$ cat config.mk
export PLATFORM = sky130hd
export DESIGN_NAME = unicode_byte_stream_decoder_flat
export DESIGN_NICKNAME = d
export VERILOG_FILES = /design/src/rtl/ubsd_pkg.sv /design/src/rtl/ubsd_byte_if.sv /design/src/rtl/ubsd_char_if.sv /design/src/rtl/ubsd_front.sv /design/src/rtl/ubsd_queue.sv /design/src/rtl/ubsd_back.sv /design/src/rtl/unicode_byte_stream_decoder.sv /design/src/flat_wrapper.sv
export SDC_FILE = /design/constraint.sdc
export NUM_CORES = 1
export LEC_CHECK = 0
export BUFFER_PORTS_ARGS = -buffer_cell sky130_fd_sc_hd__buf_2
export CAP_MARGIN = 10
export CORE_ASPECT_RATIO = 1.75
export CORE_MARGIN = 2
export CORE_UTILIZATION = 25
export CTS_BUF_LIST = sky130_fd_sc_hd__clkbuf_8
export CTS_CLUSTER_DIAMETER = 100
export DETAILED_ROUTE_END_ITERATION = 10
export SLEW_MARGIN = 10
export SYNTH_ARGS = -nofsm -noshare
export SYNTH_HDL_FRONTEND = slang
export SYNTH_HIERARCHICAL = 1
export SYNTH_SLANG_ARGS = --single-unit
export TNS_END_PERCENT = 5
$ cat constraint.sdc
create_clock -name clk -period 4.26 [get_ports clk]
set_input_delay 0.426 -clock clk [delete_from_list [all_inputs] [get_ports clk]]
set_output_delay 0.426 -clock clk [all_outputs]
set_load 0.01 [all_outputs]
$ cat src/rtl/ubsd_pkg.sv
// package: shared types and constants of the unicode byte stream decoder
package ubsd_pkg;

	localparam int BYTE_W = 8;
	localparam int CP_W   = 21;
	localparam int ST_W   = 2;
	localparam int FMT_W  = 3;
	localparam int ACC_W  = 32;
	localparam int QDEPTH = 2;
	localparam int QPTR_W = $clog2(QDEPTH);
	localparam int QCNT_W = $clog2(QDEPTH + 1);

	localparam logic [FMT_W-1:0] FMT_UTF8    = 3'd0;
	localparam logic [FMT_W-1:0] FMT_UTF16LE = 3'd1;
	localparam logic [FMT_W-1:0] FMT_UTF16BE = 3'd2;
	localparam logic [FMT_W-1:0] FMT_UTF32LE = 3'd3;
	localparam logic [FMT_W-1:0] FMT_UTF32BE = 3'd4;

	localparam logic [15:0]      SURR_HI_MIN  = 16'hd800;
	localparam logic [15:0]      SURR_HI_MAX  = 16'hdbff;
	localparam logic [15:0]      SURR_LO_MIN  = 16'hdc00;
	localparam logic [15:0]      SURR_LO_MAX  = 16'hdfff;
	localparam logic [CP_W-1:0]  SUPP_BASE    = 21'h10000;
	localparam logic [ACC_W-1:0] CP_MAX       = 32'h0010ffff;

	typedef enum logic [ST_W-1:0] {
		ST_OK       = 2'd0,
		ST_BAD_SURR = 2'd1,
		ST_TRUNC    = 2'd2,
		ST_RANGE    = 2'd3
	} status_t;

	typedef enum logic [1:0] {
		LEAD_ONE   = 2'd0,
		LEAD_TWO   = 2'd1,
		LEAD_THREE = 2'd2,
		LEAD_FOUR  = 2'd3
	} lead_t;

	typedef struct packed {
		logic [BYTE_W-1:0] data;
		logic              last;
		lead_t             lead;
	} item_t;

endpackage

$ cat src/rtl/ubsd_byte_if.sv
// interface: byte channel into the decoder
interface ubsd_byte_if;
	logic                          valid;
	logic                          ready;
	logic [ubsd_pkg::BYTE_W-1:0]   in_byte;
	logic                          end_of_buffer;

	modport source(output valid, output in_byte, output end_of_buffer, input ready);
	modport sink(input valid, input in_byte, input end_of_buffer, output ready);
endinterface

$ cat src/rtl/ubsd_char_if.sv
// interface: code point channel out of the decoder
interface ubsd_char_if;
	logic                        valid;
	logic                        ready;
	logic [ubsd_pkg::CP_W-1:0]   code_point;
	logic [ubsd_pkg::ST_W-1:0]   status;
	logic                        last;

	modport source(output valid, output code_point, output status, output last, input ready);
	modport sink(input valid, input code_point, input status, input last, output ready);
endinterface

$ cat src/rtl/ubsd_front.sv
// front end: accepts bytes and classifies utf-8 lead length
module ubsd_front (
	ubsd_byte_if.sink          byte_ch,
	input  logic               q_full,
	output logic               q_push,
	output ubsd_pkg::item_t    q_item
);
	import ubsd_pkg::*;

	logic [BYTE_W-1:0] b;

	assign b             = byte_ch.in_byte;
	assign byte_ch.ready = !q_full;
	assign q_push        = byte_ch.valid && !q_full;

	always_comb begin
		q_item.data = b;
		q_item.last = byte_ch.end_of_buffer;
		if (b inside {[8'h00:8'h7f]}) begin
			q_item.lead = LEAD_ONE;
		end else if (b inside {[8'h80:8'hdf]}) begin
			q_item.lead = LEAD_TWO;
		end else if (b inside {[8'he0:8'hef]}) begin
			q_item.lead = LEAD_THREE;
		end else begin
			q_item.lead = LEAD_FOUR;
		end
	end
endmodule

$ cat src/rtl/ubsd_queue.sv
// short item queue between front end and back end
module ubsd_queue (
	input  logic               clk,
	input  logic               arst_n,
	input  logic               push,
	input  ubsd_pkg::item_t    push_item,
	output logic               full,
	input  logic               pop,
	output ubsd_pkg::item_t    pop_item,
	output logic               not_empty
);
	import ubsd_pkg::*;

	item_t              mem_q [QDEPTH];
	logic [QPTR_W-1:0]  wr_ptr_q;
	logic [QPTR_W-1:0]  rd_ptr_q;
	logic [QCNT_W-1:0]  count_q;
	logic               do_push;
	logic               do_pop;

	assign full      = (count_q == QCNT_W'(QDEPTH));
	assign not_empty = (count_q != '0);
	assign do_push   = push && !full;
	assign do_pop    = pop && not_empty;
	assign pop_item  = mem_q[rd_ptr_q];

	always_ff @(posedge clk or negedge arst_n) begin
		if (!arst_n) begin
			wr_ptr_q <= '0;
			rd_ptr_q <= '0;
			count_q  <= '0;
		end else begin
			if (do_push) begin
				wr_ptr_q <= (wr_ptr_q == QPTR_W'(QDEPTH - 1)) ? '0 : wr_ptr_q + 1'b1;
			end
			if (do_pop) begin
				rd_ptr_q <= (rd_ptr_q == QPTR_W'(QDEPTH - 1)) ? '0 : rd_ptr_q + 1'b1;
			end
			if (do_push && !do_pop) begin
				count_q <= count_q + 1'b1;
			end else if (do_pop && !do_push) begin
				count_q <= count_q - 1'b1;
			end
		end
	end

	always_ff @(posedge clk) begin
		if (do_push) begin
			mem_q[wr_ptr_q] <= push_item;
		end
	end
endmodule

$ cat src/rtl/ubsd_back.sv
// back end: decoding state, code point assembly and output register
module ubsd_back (
	input  logic                        clk,
	input  logic                        arst_n,
	input  logic                        fmt_we,
	input  logic [ubsd_pkg::FMT_W-1:0]  fmt_wdata,
	input  logic                        q_valid,
	input  ubsd_pkg::item_t             q_item,
	output logic                        q_pop,
	ubsd_char_if.source                 char_ch
);
	import ubsd_pkg::*;

	logic [FMT_W-1:0]  fmt_q;
	logic [ACC_W-1:0]  acc_q, acc_d, acc_new;
	logic [1:0]        pend_q, pend_d;
	logic [1:0]        idx_q, idx_d;
	logic [9:0]        hi_q, hi_d;
	logic              sp_q, sp_d;
	logic              emit;
	logic [CP_W-1:0]   cp;
	status_t           st;
	logic [15:0]       unit;
	logic [ACC_W-1:0]  b_ext;
	logic              last_b;

	logic              out_valid_q;
	logic [CP_W-1:0]   cp_q;
	status_t           st_q;
	logic              last_q;

	assign q_pop  = q_valid && (!out_valid_q || char_ch.ready);
	assign b_ext  = {{(ACC_W - BYTE_W){1'b0}}, q_item.data};
	assign last_b = q_item.last;

	always_comb begin
		acc_d   = acc_q;
		pend_d  = pend_q;
		idx_d   = idx_q;
		hi_d    = hi_q;
		sp_d    = sp_q;
		emit    = 1'b0;
		cp      = '0;
		st      = ST_OK;
		acc_new = acc_q;
		unit    = '0;
		case (fmt_q)
			FMT_UTF16LE, FMT_UTF16BE: begin
				if (fmt_q == FMT_UTF16LE) begin
					acc_new = acc_q | (b_ext << {idx_q[0], 3'b000});
				end else begin
					acc_new = {16'b0, acc_q[7:0], q_item.data};
				end
				if (idx_q == 2'd0) begin
					idx_d = 2'd1;
					acc_d = acc_new;
					if (last_b) begin
						acc_d = '0; pend_d = '0; idx_d = '0; hi_d = '0; sp_d = 1'b0;
						emit  = 1'b1;
						st    = ST_TRUNC;
					end
				end else begin
					unit  = acc_new[15:0];
					acc_d = '0;
					idx_d = '0;
					if (sp_q) begin
						sp_d = 1'b0;
						hi_d = '0;
						emit = 1'b1;
						if (unit >= SURR_LO_MIN && unit <= SURR_LO_MAX) begin
							cp = {1'b0, hi_q, unit[9:0]} + SUPP_BASE;
						end else begin
							st = ST_BAD_SURR;
						end
					end else if (unit >= SURR_HI_MIN && unit <= SURR_HI_MAX) begin
						if (last_b) begin
							emit = 1'b1;
							st   = ST_TRUNC;
						end else begin
							hi_d = unit[9:0];
							sp_d = 1'b1;
						end
					end else if (unit >= SURR_LO_MIN && unit <= SURR_LO_MAX) begin
						emit = 1'b1;
						st   = ST_BAD_SURR;
					end else begin
						emit = 1'b1;
						cp   = {5'b0, unit};
					end
					if (last_b) begin
						acc_d = '0; pend_d = '0; idx_d = '0; hi_d = '0; sp_d = 1'b0;
					end
				end
			end
			FMT_UTF32LE, FMT_UTF32BE: begin
				if (fmt_q == FMT_UTF32LE) begin
					acc_new = acc_q | (b_ext << {idx_q, 3'b000});
				end else begin
					acc_new = {acc_q[ACC_W-BYTE_W-1:0], q_item.data};
				end
				if (idx_q != 2'd3) begin
					idx_d = idx_q + 2'd1;
					acc_d = acc_new;
					if (last_b) begin
						acc_d = '0; pend_d = '0; idx_d = '0; hi_d = '0; sp_d = 1'b0;
						emit  = 1'b1;
						st    = ST_TRUNC;
					end
				end else begin
					acc_d = '0; pend_d = '0; idx_d = '0; hi_d = '0; sp_d = 1'b0;
					emit  = 1'b1;
					if (acc_new > CP_MAX) begin
						st = ST_RANGE;
					end else begin
						cp = acc_new[CP_W-1:0];
					end
				end
			end
			default: begin
				if (pend_q == 2'd0) begin
					case (q_item.lead)
						LEAD_ONE: begin
							emit = 1'b1;
							cp   = {{(CP_W - BYTE_W){1'b0}}, q_item.data};
						end
						LEAD_TWO: begin
							acc_d  = {27'b0, q_item.data[4:0]};
							pend_d = 2'd1;
						end
						LEAD_THREE: begin
							acc_d  = {28'b0, q_item.data[3:0]};
							pend_d = 2'd2;
						end
						default: begin
							acc_d  = {29'b0, q_item.data[2:0]};
							pend_d = 2'd3;
						end
					endcase
					if (q_item.lead != LEAD_ONE && last_b) begin
						acc_d = '0; pend_d = '0; idx_d = '0; hi_d = '0; sp_d = 1'b0;
						emit  = 1'b1;
						st    = ST_TRUNC;
					end
				end else begin
					acc_new = {acc_q[ACC_W-7:0], q_item.data[5:0]};
					acc_d   = acc_new;
					pend_d  = pend_q - 2'd1;
					if (pend_d == 2'd0) begin
						acc_d = '0; idx_d = '0; hi_d = '0; sp_d = 1'b0;
						emit  = 1'b1;
						cp    = acc_new[CP_W-1:0];
					end else if (last_b) begin
						acc_d = '0; pend_d = '0; idx_d = '0; hi_d = '0; sp_d = 1'b0;
						emit  = 1'b1;
						st    = ST_TRUNC;
					end
				end
			end
		endcase
	end

	always_ff @(posedge clk or negedge arst_n) begin
		if (!arst_n) begin
			fmt_q       <= FMT_UTF8;
			acc_q       <= '0;
			pend_q      <= '0;
			idx_q       <= '0;
			hi_q        <= '0;
			sp_q        <= 1'b0;
			out_valid_q <= 1'b0;
		end else begin
			if (fmt_we) begin
				fmt_q  <= fmt_wdata;
				acc_q  <= '0;
				pend_q <= '0;
				idx_q  <= '0;
				hi_q   <= '0;
				sp_q   <= 1'b0;
			end else if (q_pop) begin
				acc_q  <= acc_d;
				pend_q <= pend_d;
				idx_q  <= idx_d;
				hi_q   <= hi_d;
				sp_q   <= sp_d;
			end
			if (q_pop) begin
				out_valid_q <= emit;
			end else if (char_ch.ready) begin
				out_valid_q <= 1'b0;
			end
		end
	end

	always_ff @(posedge clk) begin
		if (q_pop && emit) begin
			cp_q   <= cp;
			st_q   <= st;
			last_q <= last_b;
		end
	end

	assign char_ch.valid      = out_valid_q;
	assign char_ch.code_point = cp_q;
	assign char_ch.status     = st_q;
	assign char_ch.last       = last_q;
endmodule

$ cat src/rtl/unicode_byte_stream_decoder.sv
// top level: unicode byte stream decoder, bytes in, code points out
// byte_ch carries one encoded byte per item with end_of_buffer on the final
// byte; char_ch carries code_point, status and last, one item per finished
// character or error. source_format selects utf-8, utf-16le/be or
// utf-32le/be; each write also drops any partial character, and the user
// must make it while no item is in flight; the block does not enforce this.
// throughput is one byte per cycle while char_ch does not stall; the back
// end decodes one queued item per cycle with a shift-and-or update of its
// accumulator. the byte that completes a result is written into the queue,
// then decoded when popped, and the result is held in the output register.
// a two-item queue separates the classifying front end from the decoder, and
// the result sits in an output register. when char_ch stalls, the queue fills
// and byte_ch.ready drops once two items wait behind the held result.
// reset clears the format to utf-8, all decoding state, the queue pointers
// and count and the output valid flag; no result is pending after reset.
module unicode_byte_stream_decoder (
	input  logic                        clk,
	input  logic                        arst_n,
	ubsd_byte_if.sink                   byte_ch,
	ubsd_char_if.source                 char_ch,
	input  logic                        source_format_we,
	input  logic [ubsd_pkg::FMT_W-1:0]  source_format_data
);
	import ubsd_pkg::*;

	logic  q_full;
	logic  q_push;
	item_t q_in_item;
	logic  q_pop;
	item_t q_out_item;
	logic  q_valid;

	ubsd_front u_front (
		.byte_ch (byte_ch),
		.q_full  (q_full),
		.q_push  (q_push),
		.q_item  (q_in_item)
	);

	ubsd_queue u_queue (
		.clk       (clk),
		.arst_n    (arst_n),
		.push      (q_push),
		.push_item (q_in_item),
		.full      (q_full),
		.pop       (q_pop),
		.pop_item  (q_out_item),
		.not_empty (q_valid)
	);

	ubsd_back u_back (
		.clk       (clk),
		.arst_n    (arst_n),
		.fmt_we    (source_format_we),
		.fmt_wdata (source_format_data),
		.q_valid   (q_valid),
		.q_item    (q_out_item),
		.q_pop     (q_pop),
		.char_ch   (char_ch)
	);
endmodule
$ cat src/flat_wrapper.sv
// flat-port wrapper written by rule: the top's interface ports become plain ports
module unicode_byte_stream_decoder_flat import ubsd_pkg::*;
  (clk, arst_n, source_format_we, source_format_data, byte_ch_valid, byte_ch_in_byte, byte_ch_end_of_buffer, byte_ch_ready, char_ch_valid, char_ch_code_point, char_ch_status, char_ch_last, char_ch_ready);
  ubsd_byte_if byte_ch_i ();
  ubsd_char_if char_ch_i ();
  input  logic clk;
  input  logic arst_n;
  input  logic source_format_we;
  input  logic [ubsd_pkg::FMT_W-1:0] source_format_data;
  input wire logic [$bits(byte_ch_i.valid)-1:0] byte_ch_valid;
  input wire logic [$bits(byte_ch_i.in_byte)-1:0] byte_ch_in_byte;
  input wire logic [$bits(byte_ch_i.end_of_buffer)-1:0] byte_ch_end_of_buffer;
  output wire logic [$bits(byte_ch_i.ready)-1:0] byte_ch_ready;
  output wire logic [$bits(char_ch_i.valid)-1:0] char_ch_valid;
  output wire logic [$bits(char_ch_i.code_point)-1:0] char_ch_code_point;
  output wire logic [$bits(char_ch_i.status)-1:0] char_ch_status;
  output wire logic [$bits(char_ch_i.last)-1:0] char_ch_last;
  input wire logic [$bits(char_ch_i.ready)-1:0] char_ch_ready;
  assign byte_ch_i.valid = byte_ch_valid;
  assign byte_ch_i.in_byte = byte_ch_in_byte;
  assign byte_ch_i.end_of_buffer = byte_ch_end_of_buffer;
  assign byte_ch_ready = byte_ch_i.ready;
  assign char_ch_valid = char_ch_i.valid;
  assign char_ch_code_point = char_ch_i.code_point;
  assign char_ch_status = char_ch_i.status;
  assign char_ch_last = char_ch_i.last;
  assign char_ch_i.ready = char_ch_ready;
  unicode_byte_stream_decoder u_core (.clk(clk), .arst_n(arst_n), .byte_ch(byte_ch_i), .char_ch(char_ch_i), .source_format_we(source_format_we), .source_format_data(source_format_data));
endmodule
Yosys cells after proc, flatten, opt, wreduce, memory -nomap -nowiden
Memories as Yosys holds them, arrays and structs flattened.
Cells that the tools add are included.
- add/subtract/negate cells: 7
- magnitude comparators: 11
- equality and inequality tests: 11
- shift-type cells: 2
- multiplexer cells: 105
- bitwise operators: 2
- reductions and logical operators: 34
- operators with widths (operator ; number):
    $mux 32 ; 14
    $mux 21 ; 7
    $mux 10 ; 11
    $pmux 32 s3 ; 1
    $or 32x32->32 ; 2
    $pmux 32 s2 ; 1
    $mux 2 ; 30
    $pmux 21 s2 ; 1
    $ge 16x16->1 const B ; 2
    $gt 32x21->1 const B ; 1
    $le 16x16->1 const B ; 2
    $mux 16 ; 2
    $shl 8x4->32 ; 1
    $shl 8x5->32 ; 1
    $mux 1 ; 30
    $add 20x17->21 const B ; 1
    $pmux 10 s2 ; 1
    $ge 8x8->1 const B ; 2
    $le 8x8->1 const B ; 2
    $logic_and 1x1->1 ; 13
    $ne 6x6->1 const B ; 2
    $pmux 2 s2 ; 3
    $reduce_bool 2->1 ; 5
    $ge 8x1->1 const B ; 1
    21 further kinds ; 36
- flip-flop bits (word level): 79
- memory bits (writable): 22
- input port bits: 17
- output and inout port bits: 26
- memories: 1
- memories (name ; depth ; bits a word ; rd ports ; clocked after Yosys merged registers in ; wr ports ; RTL line ; RTL):
    u_core.u_queue.mem_q ; 2 ; 11 ; 1 ; 0 ; 1 ; ubsd_queue.sv:14 ; item_t mem_q [QDEPTH];

Logic depth before layout (Yosys ltp)
An unclocked memory read counts as a cell.
- word-level depth: 14
- depth in mapped cells: 11
- depth with buffers taken out: 9

Modules after synthesis
Netlist, hierarchy kept.
- modules (own cells, without submodules) (module ; instances ; cells each ; area each (µm²) ; sequential area each (µm²)):
    ubsd_back ; 1 ; 586 ; 5177.5 ; 1996.9
    ubsd_queue ; 1 ; 53 ; 1039.7 ; 760.7
    ubsd_front ; 1 ; 14 ; 96.3 ; 0.0

Worst setup path after synthesis
Ideal clock, no wire load.
- path type: register to register
- start point: register u_core.u_queue.rd_ptr_q
- end point: register u_core.u_back.cp_q[0] (netlist: u_core/u_back/char_ch.code_point[0]) (enable)
- arrival: 2.452 ns
- data required time: 3.878 ns
- setup slack: 1.426 ns
- stages on the path, launching flop included: 10
- path buffers: 2
- clock period less this slack: 2.834 ns
- path through: dfrtp_1 -> buf_6 -> mux2_4 -> buf_1 -> o22ai_1 -> nor3_2 -> a21oi_2 -> o21ai_0 -> a21boi_0 -> o21a_1
- RTL lines (item ; RTL line ; RTL):
    from (decl) ; ubsd_queue.sv:16 ; logic [QPTR_W-1:0] rd_ptr_q;
    from (signal assigned) ; ubsd_queue.sv:37 ; rd_ptr_q <= (rd_ptr_q == QPTR_W'(QDEPTH - 1)) ? '0 : rd_ptr_q + 1'b1;
    to (signal assigned) ; ubsd_back.sv:196 ; cp_q <= cp;
    to (decl) ; ubsd_back.sv:28 ; logic [CP_W-1:0] cp_q;

Final worst setup path
- start point: register u_core.u_back.fmt_q[2]
- end point: register u_core.u_back.cp_q[12] (netlist: u_core/u_back/char_ch.code_point[12]) (enable)
- cells in the longest elaborated chain, start to end: 10
- elaborated cells between the ends (all ways): 16
- classes of those cells: order compare: 2; eq/ne: 4; mux: 6; reduce/logical: 4
- RTL lines (item ; RTL line ; RTL):
    from (decl) ; ubsd_back.sv:14 ; logic [FMT_W-1:0] fmt_q;
    from (signal assigned) ; ubsd_back.sv:173 ; fmt_q <= fmt_wdata;
    $eq 3x1->1 ; - ;
    $mux 32 ; ubsd_back.sv:49 ; if (fmt_q == FMT_UTF16LE) begin
    $mux 32 ; ubsd_back.sv:47 ; case (fmt_q)
    $ge 16x16->1 / $le 16x16->1 (equally long branches) ; ubsd_back.sv:75 ; end else if (unit >= SURR_HI_MIN && unit <= SURR_HI_MAX) begin
    $logic_and 1x1->1 ; ubsd_back.sv:75 ;
    $mux 1 ; ubsd_back.sv:75 ;
    $mux 1 ; ubsd_back.sv:66 ; if (sp_q) begin
    $mux 1 ; ubsd_back.sv:54 ; if (idx_q == 2'd0) begin
    $pmux 1 s2 * ; ubsd_back.sv:47 ;
    $logic_and 1x1->1 * ; ubsd_back.sv:195 ; if (q_pop && emit) begin
Mark *: on every way between the ends. The rest lies on a longest branch, timed or not. The select of a mux whose other input is x is not followed.
A chain may end at the register's enable or synchronous reset.

==> metrics <==
status=finished clean; power density cells=605 mW/mm2; via count=5540; commonest non-fill, non-tap cells in the layout=a21oi_1 (58), dfrtp_1 (55), o21ai_0 (51), edfxtp_1 (46), nand2_1 (44); sequential area share after synthesis=0.437; Distinct cells, synth=between 70 and 80; final core occ=0.275; CTS H-Tree Depth=3; synthesized instance count=653; drt pass-1 iters=9; gpl congestion=0.959; unrepaired setup endpoints after global routing=no; number of gates resized after cts=0; Die Wd=124 um; CTS tree=built; Crit-path slowest cell=dfrtp_1; Max-slew headroom=0.356; DR vias/cell=5.71; cts bufs inserted=9; Filler Cell Count=2632; number of flops mapped to enable cells by yosys=between 40 and 50; cell leakage power=between 2 and 3 nW; startpoint types=flop; Port Buf Inserts=42; Worst Tran Pin Value=963 ps; clock sink total=101; clock buffer depth=2; Yosys warnings=6; syn nets=679; clk_skew=10.3 ps; CTS clk-pin slew, worst paths=100 ps; Post-Layout Cell Count=970; Final Critical Period=3430 ps; synth top area cells=edfxtp_1 (22%), dfrtp_1 (22%), a21oi_1 (4.6%), a22oi_1 (4.3%), o21ai_0 (4.0%); share of cells above drive strength 1=0.164; starting density of the core=0.252; worst skew pair latency=between 300 and 400 ps; commonest non-fill, non-tap cell in the layout=a21oi_1; crit path cell chain=nand3b_1 -> a21oi_1 -> nor2_1 -> o21ai_0 -> a21boi_0 -> o21a_1 -> buf_4; antenna violations before repair=0; Antenna Nets Post-Route=0; Hold/Removal Path Class=input pin to async pin; core outline area=0.0250 mm2; prevailing post-synth register cell=dfrtp_1; cell area after synthesis=0.00631 mm2; die footprint=0.0266 mm2; Setup CP Type=flop to flop; DRT iter0 DRCs=between 400 and 500; fraction of registers with async set/reset=0.545; #FFs+latches synth=101; drt total wl=21100 um; DP Area=0.00669 mm2; Peak VDD IR=0.194 mV; Crit path required time=4320 ps; final worst-path cycle share=0.804; Total Routing Usage GR=0.161; post-route cell area=~0.007 mm2; WL/cell=21.8 um; standard-cell rows=77; crit path capture type=flop; hold bufs inserted after CTS=0; max-slew violation count=0; Fmax achieved=292 MHz; I/O Pins=43; final hold viol count=0; dpl cells=952; syn avg cell area=9.67 um2; nets=673; DRC violations left=0; global route overflow=0; die height=214 um; CTS Root Cell=clkbuf_8; leading area contributor after synthesis=edfxtp_1; Worst Path Arrival=3480 ps; Slowest Stage Delay on Critical Path=approximately 610 ps; setup_tns=0 ps; Area Growth Syn to Fin=9.18%; placed wire-length estimate=15700 um; WHS=~77 ps; Setup violations, final=0; vias in the first global route=5455; Synth top area share=0.219; pin count of the biggest net entering global routing=30; post-CTS setup repair buffer count=0; Worst Path Max Fanout=24; first-pass GRT wire length=around 32000 um; max_cap viols=0
-- per-layer routing --
metal	vias up	routed length, um	GRT usage
met1	2677	6950	0.159
met3	101	1180	0.0261
met2	288	11300	0.287
met5	-	0	0
li1	2474	-	-
met4	0	1720	0.127
-- sequential cells by signal, summed over array words and instances, names as in the netlist --
signal / cells
u_core/u_back/pend_q: 2
u_core/u_queue/count_q: 2
u_core/u_back/fmt_q: 3
u_core/u_back/acc_q: 32
u_core/u_back/sp_q: 1
u_core/u_back/hi_q: 10
u_core/u_queue/rd_ptr_q: 1
u_core/u_back/char_ch.last: 1
u_core/u_back/char_ch.valid: 1
u_core/u_queue/wr_ptr_q: 1
u_core/u_back/idx_q: 2
u_core/u_back/char_ch.status: 2
u_core/u_back/char_ch.code_point: 21
u_core/u_queue/mem_q: 22
-- worst paths after layout --
kind / from / endpoint / slack [ps] / cells past startpoint
worst min register to register: u_core/u_queue/wr_ptr_q$_DFFE_PN0P_ / u_core/u_queue/wr_ptr_q$_DFFE_PN0P_ / 500 / 1
worst min-delay path: arst_n / u_core/u_back/acc_q[16]$_DFFE_PN0P_ / 80 / 1
max in group asynchronous: arst_n / u_core/u_queue/rd_ptr_q$_DFFE_PN0P_ / 3320 / 2
worst max-delay path: u_core/u_back/fmt_q[2]$_DFFE_PN0P_ / u_core/u_back/char_ch.code_point[12]$_DFFE_PP_ / 830 / 7
worst max register to register: u_core/u_back/fmt_q[2]$_DFFE_PN0P_ / u_core/u_back/char_ch.code_point[12]$_DFFE_PP_ / 830 / 7
min in group clk: byte_ch_in_byte[0] / u_core/u_queue/mem_q[0][3]$_DFFE_PP_ / 220 / 1
-- where the power goes --
| group | internal (mW) | switching, mW | total, mW |
|---|---|---|---|
| Clock | 0.275 | 0.352 | 0.627 |
| Sequential | 1.34 | 0.382 | 1.72 |
| Combinational | 0.669 | 1.15 | 1.82 |
-- through the flow --
step	worst slack, ps	power [mW]
3_5_place_dp	926	3.53
5_1_grt	763	4.41
6_report	834	4.17
3_3_place_gp	890	3.51
2_1_floorplan	1430	2.90
4_1_cts	911	4.17
-- layout make-up --
cell class	instances	area [um2]	share of cell area
timing repair buffer	55	308	0.0447
antenna	2	5.00	0.000726
multi-input combinational	460	3160	0.458
inverter	20	75.1	0.0109
clock inverter	7	72.6	0.0105
sequential	101	2760	0.400
clock buffer	9	124	0.0180
tap	316	395	0.0574
-- critical path, delay by kind of cell, from the launching register on --
kind                   cells  cell delay, ps
flip-flops                 1             610
AND/OR/NAND/NOR            2             930
buffers and inverters      1             320
AO/OA/AOI/OAI              4            1200
-- logic make-up after synthesis --
logic type	synth area share
buffers and inverters	0.0652
xor gates and xnor gates	0.0137
adders and majority gates	0.0178
muxes	0.0400
DFF	0.437
AOI/OAI and AO/OA	0.314
and+or+nand+nor	0.113
-- synth_stat cells, types with 5 or more instances --
library cell	instances
mux2i_1	5
a22o_1	15
nand2b_1	6
edfxtp_1	46
buf_1	7
a222oi_1	7
nand3_1	5
nand2_1	44
o2bb2ai_1	18
o21ai_1	8
o211ai_1	7
buf_2	10
o21ai_0	51
a221oi_1	6
clkbuf_1	42
a21oi_1	58
a211o_1	5
a22oi_1	36
o21a_1	7
inv_1	19
a31oi_1	6
nor3_1	9
a21o_1	10
a2bb2oi_1	5
ha_1	9
mux2_2	6
buf_4	10
dfrtp_1	55
nor4_1	5
o31ai_1	7
mux2_4	9
a221o_1	9
nor2_1	34
(Power assumes the default switching activity.)
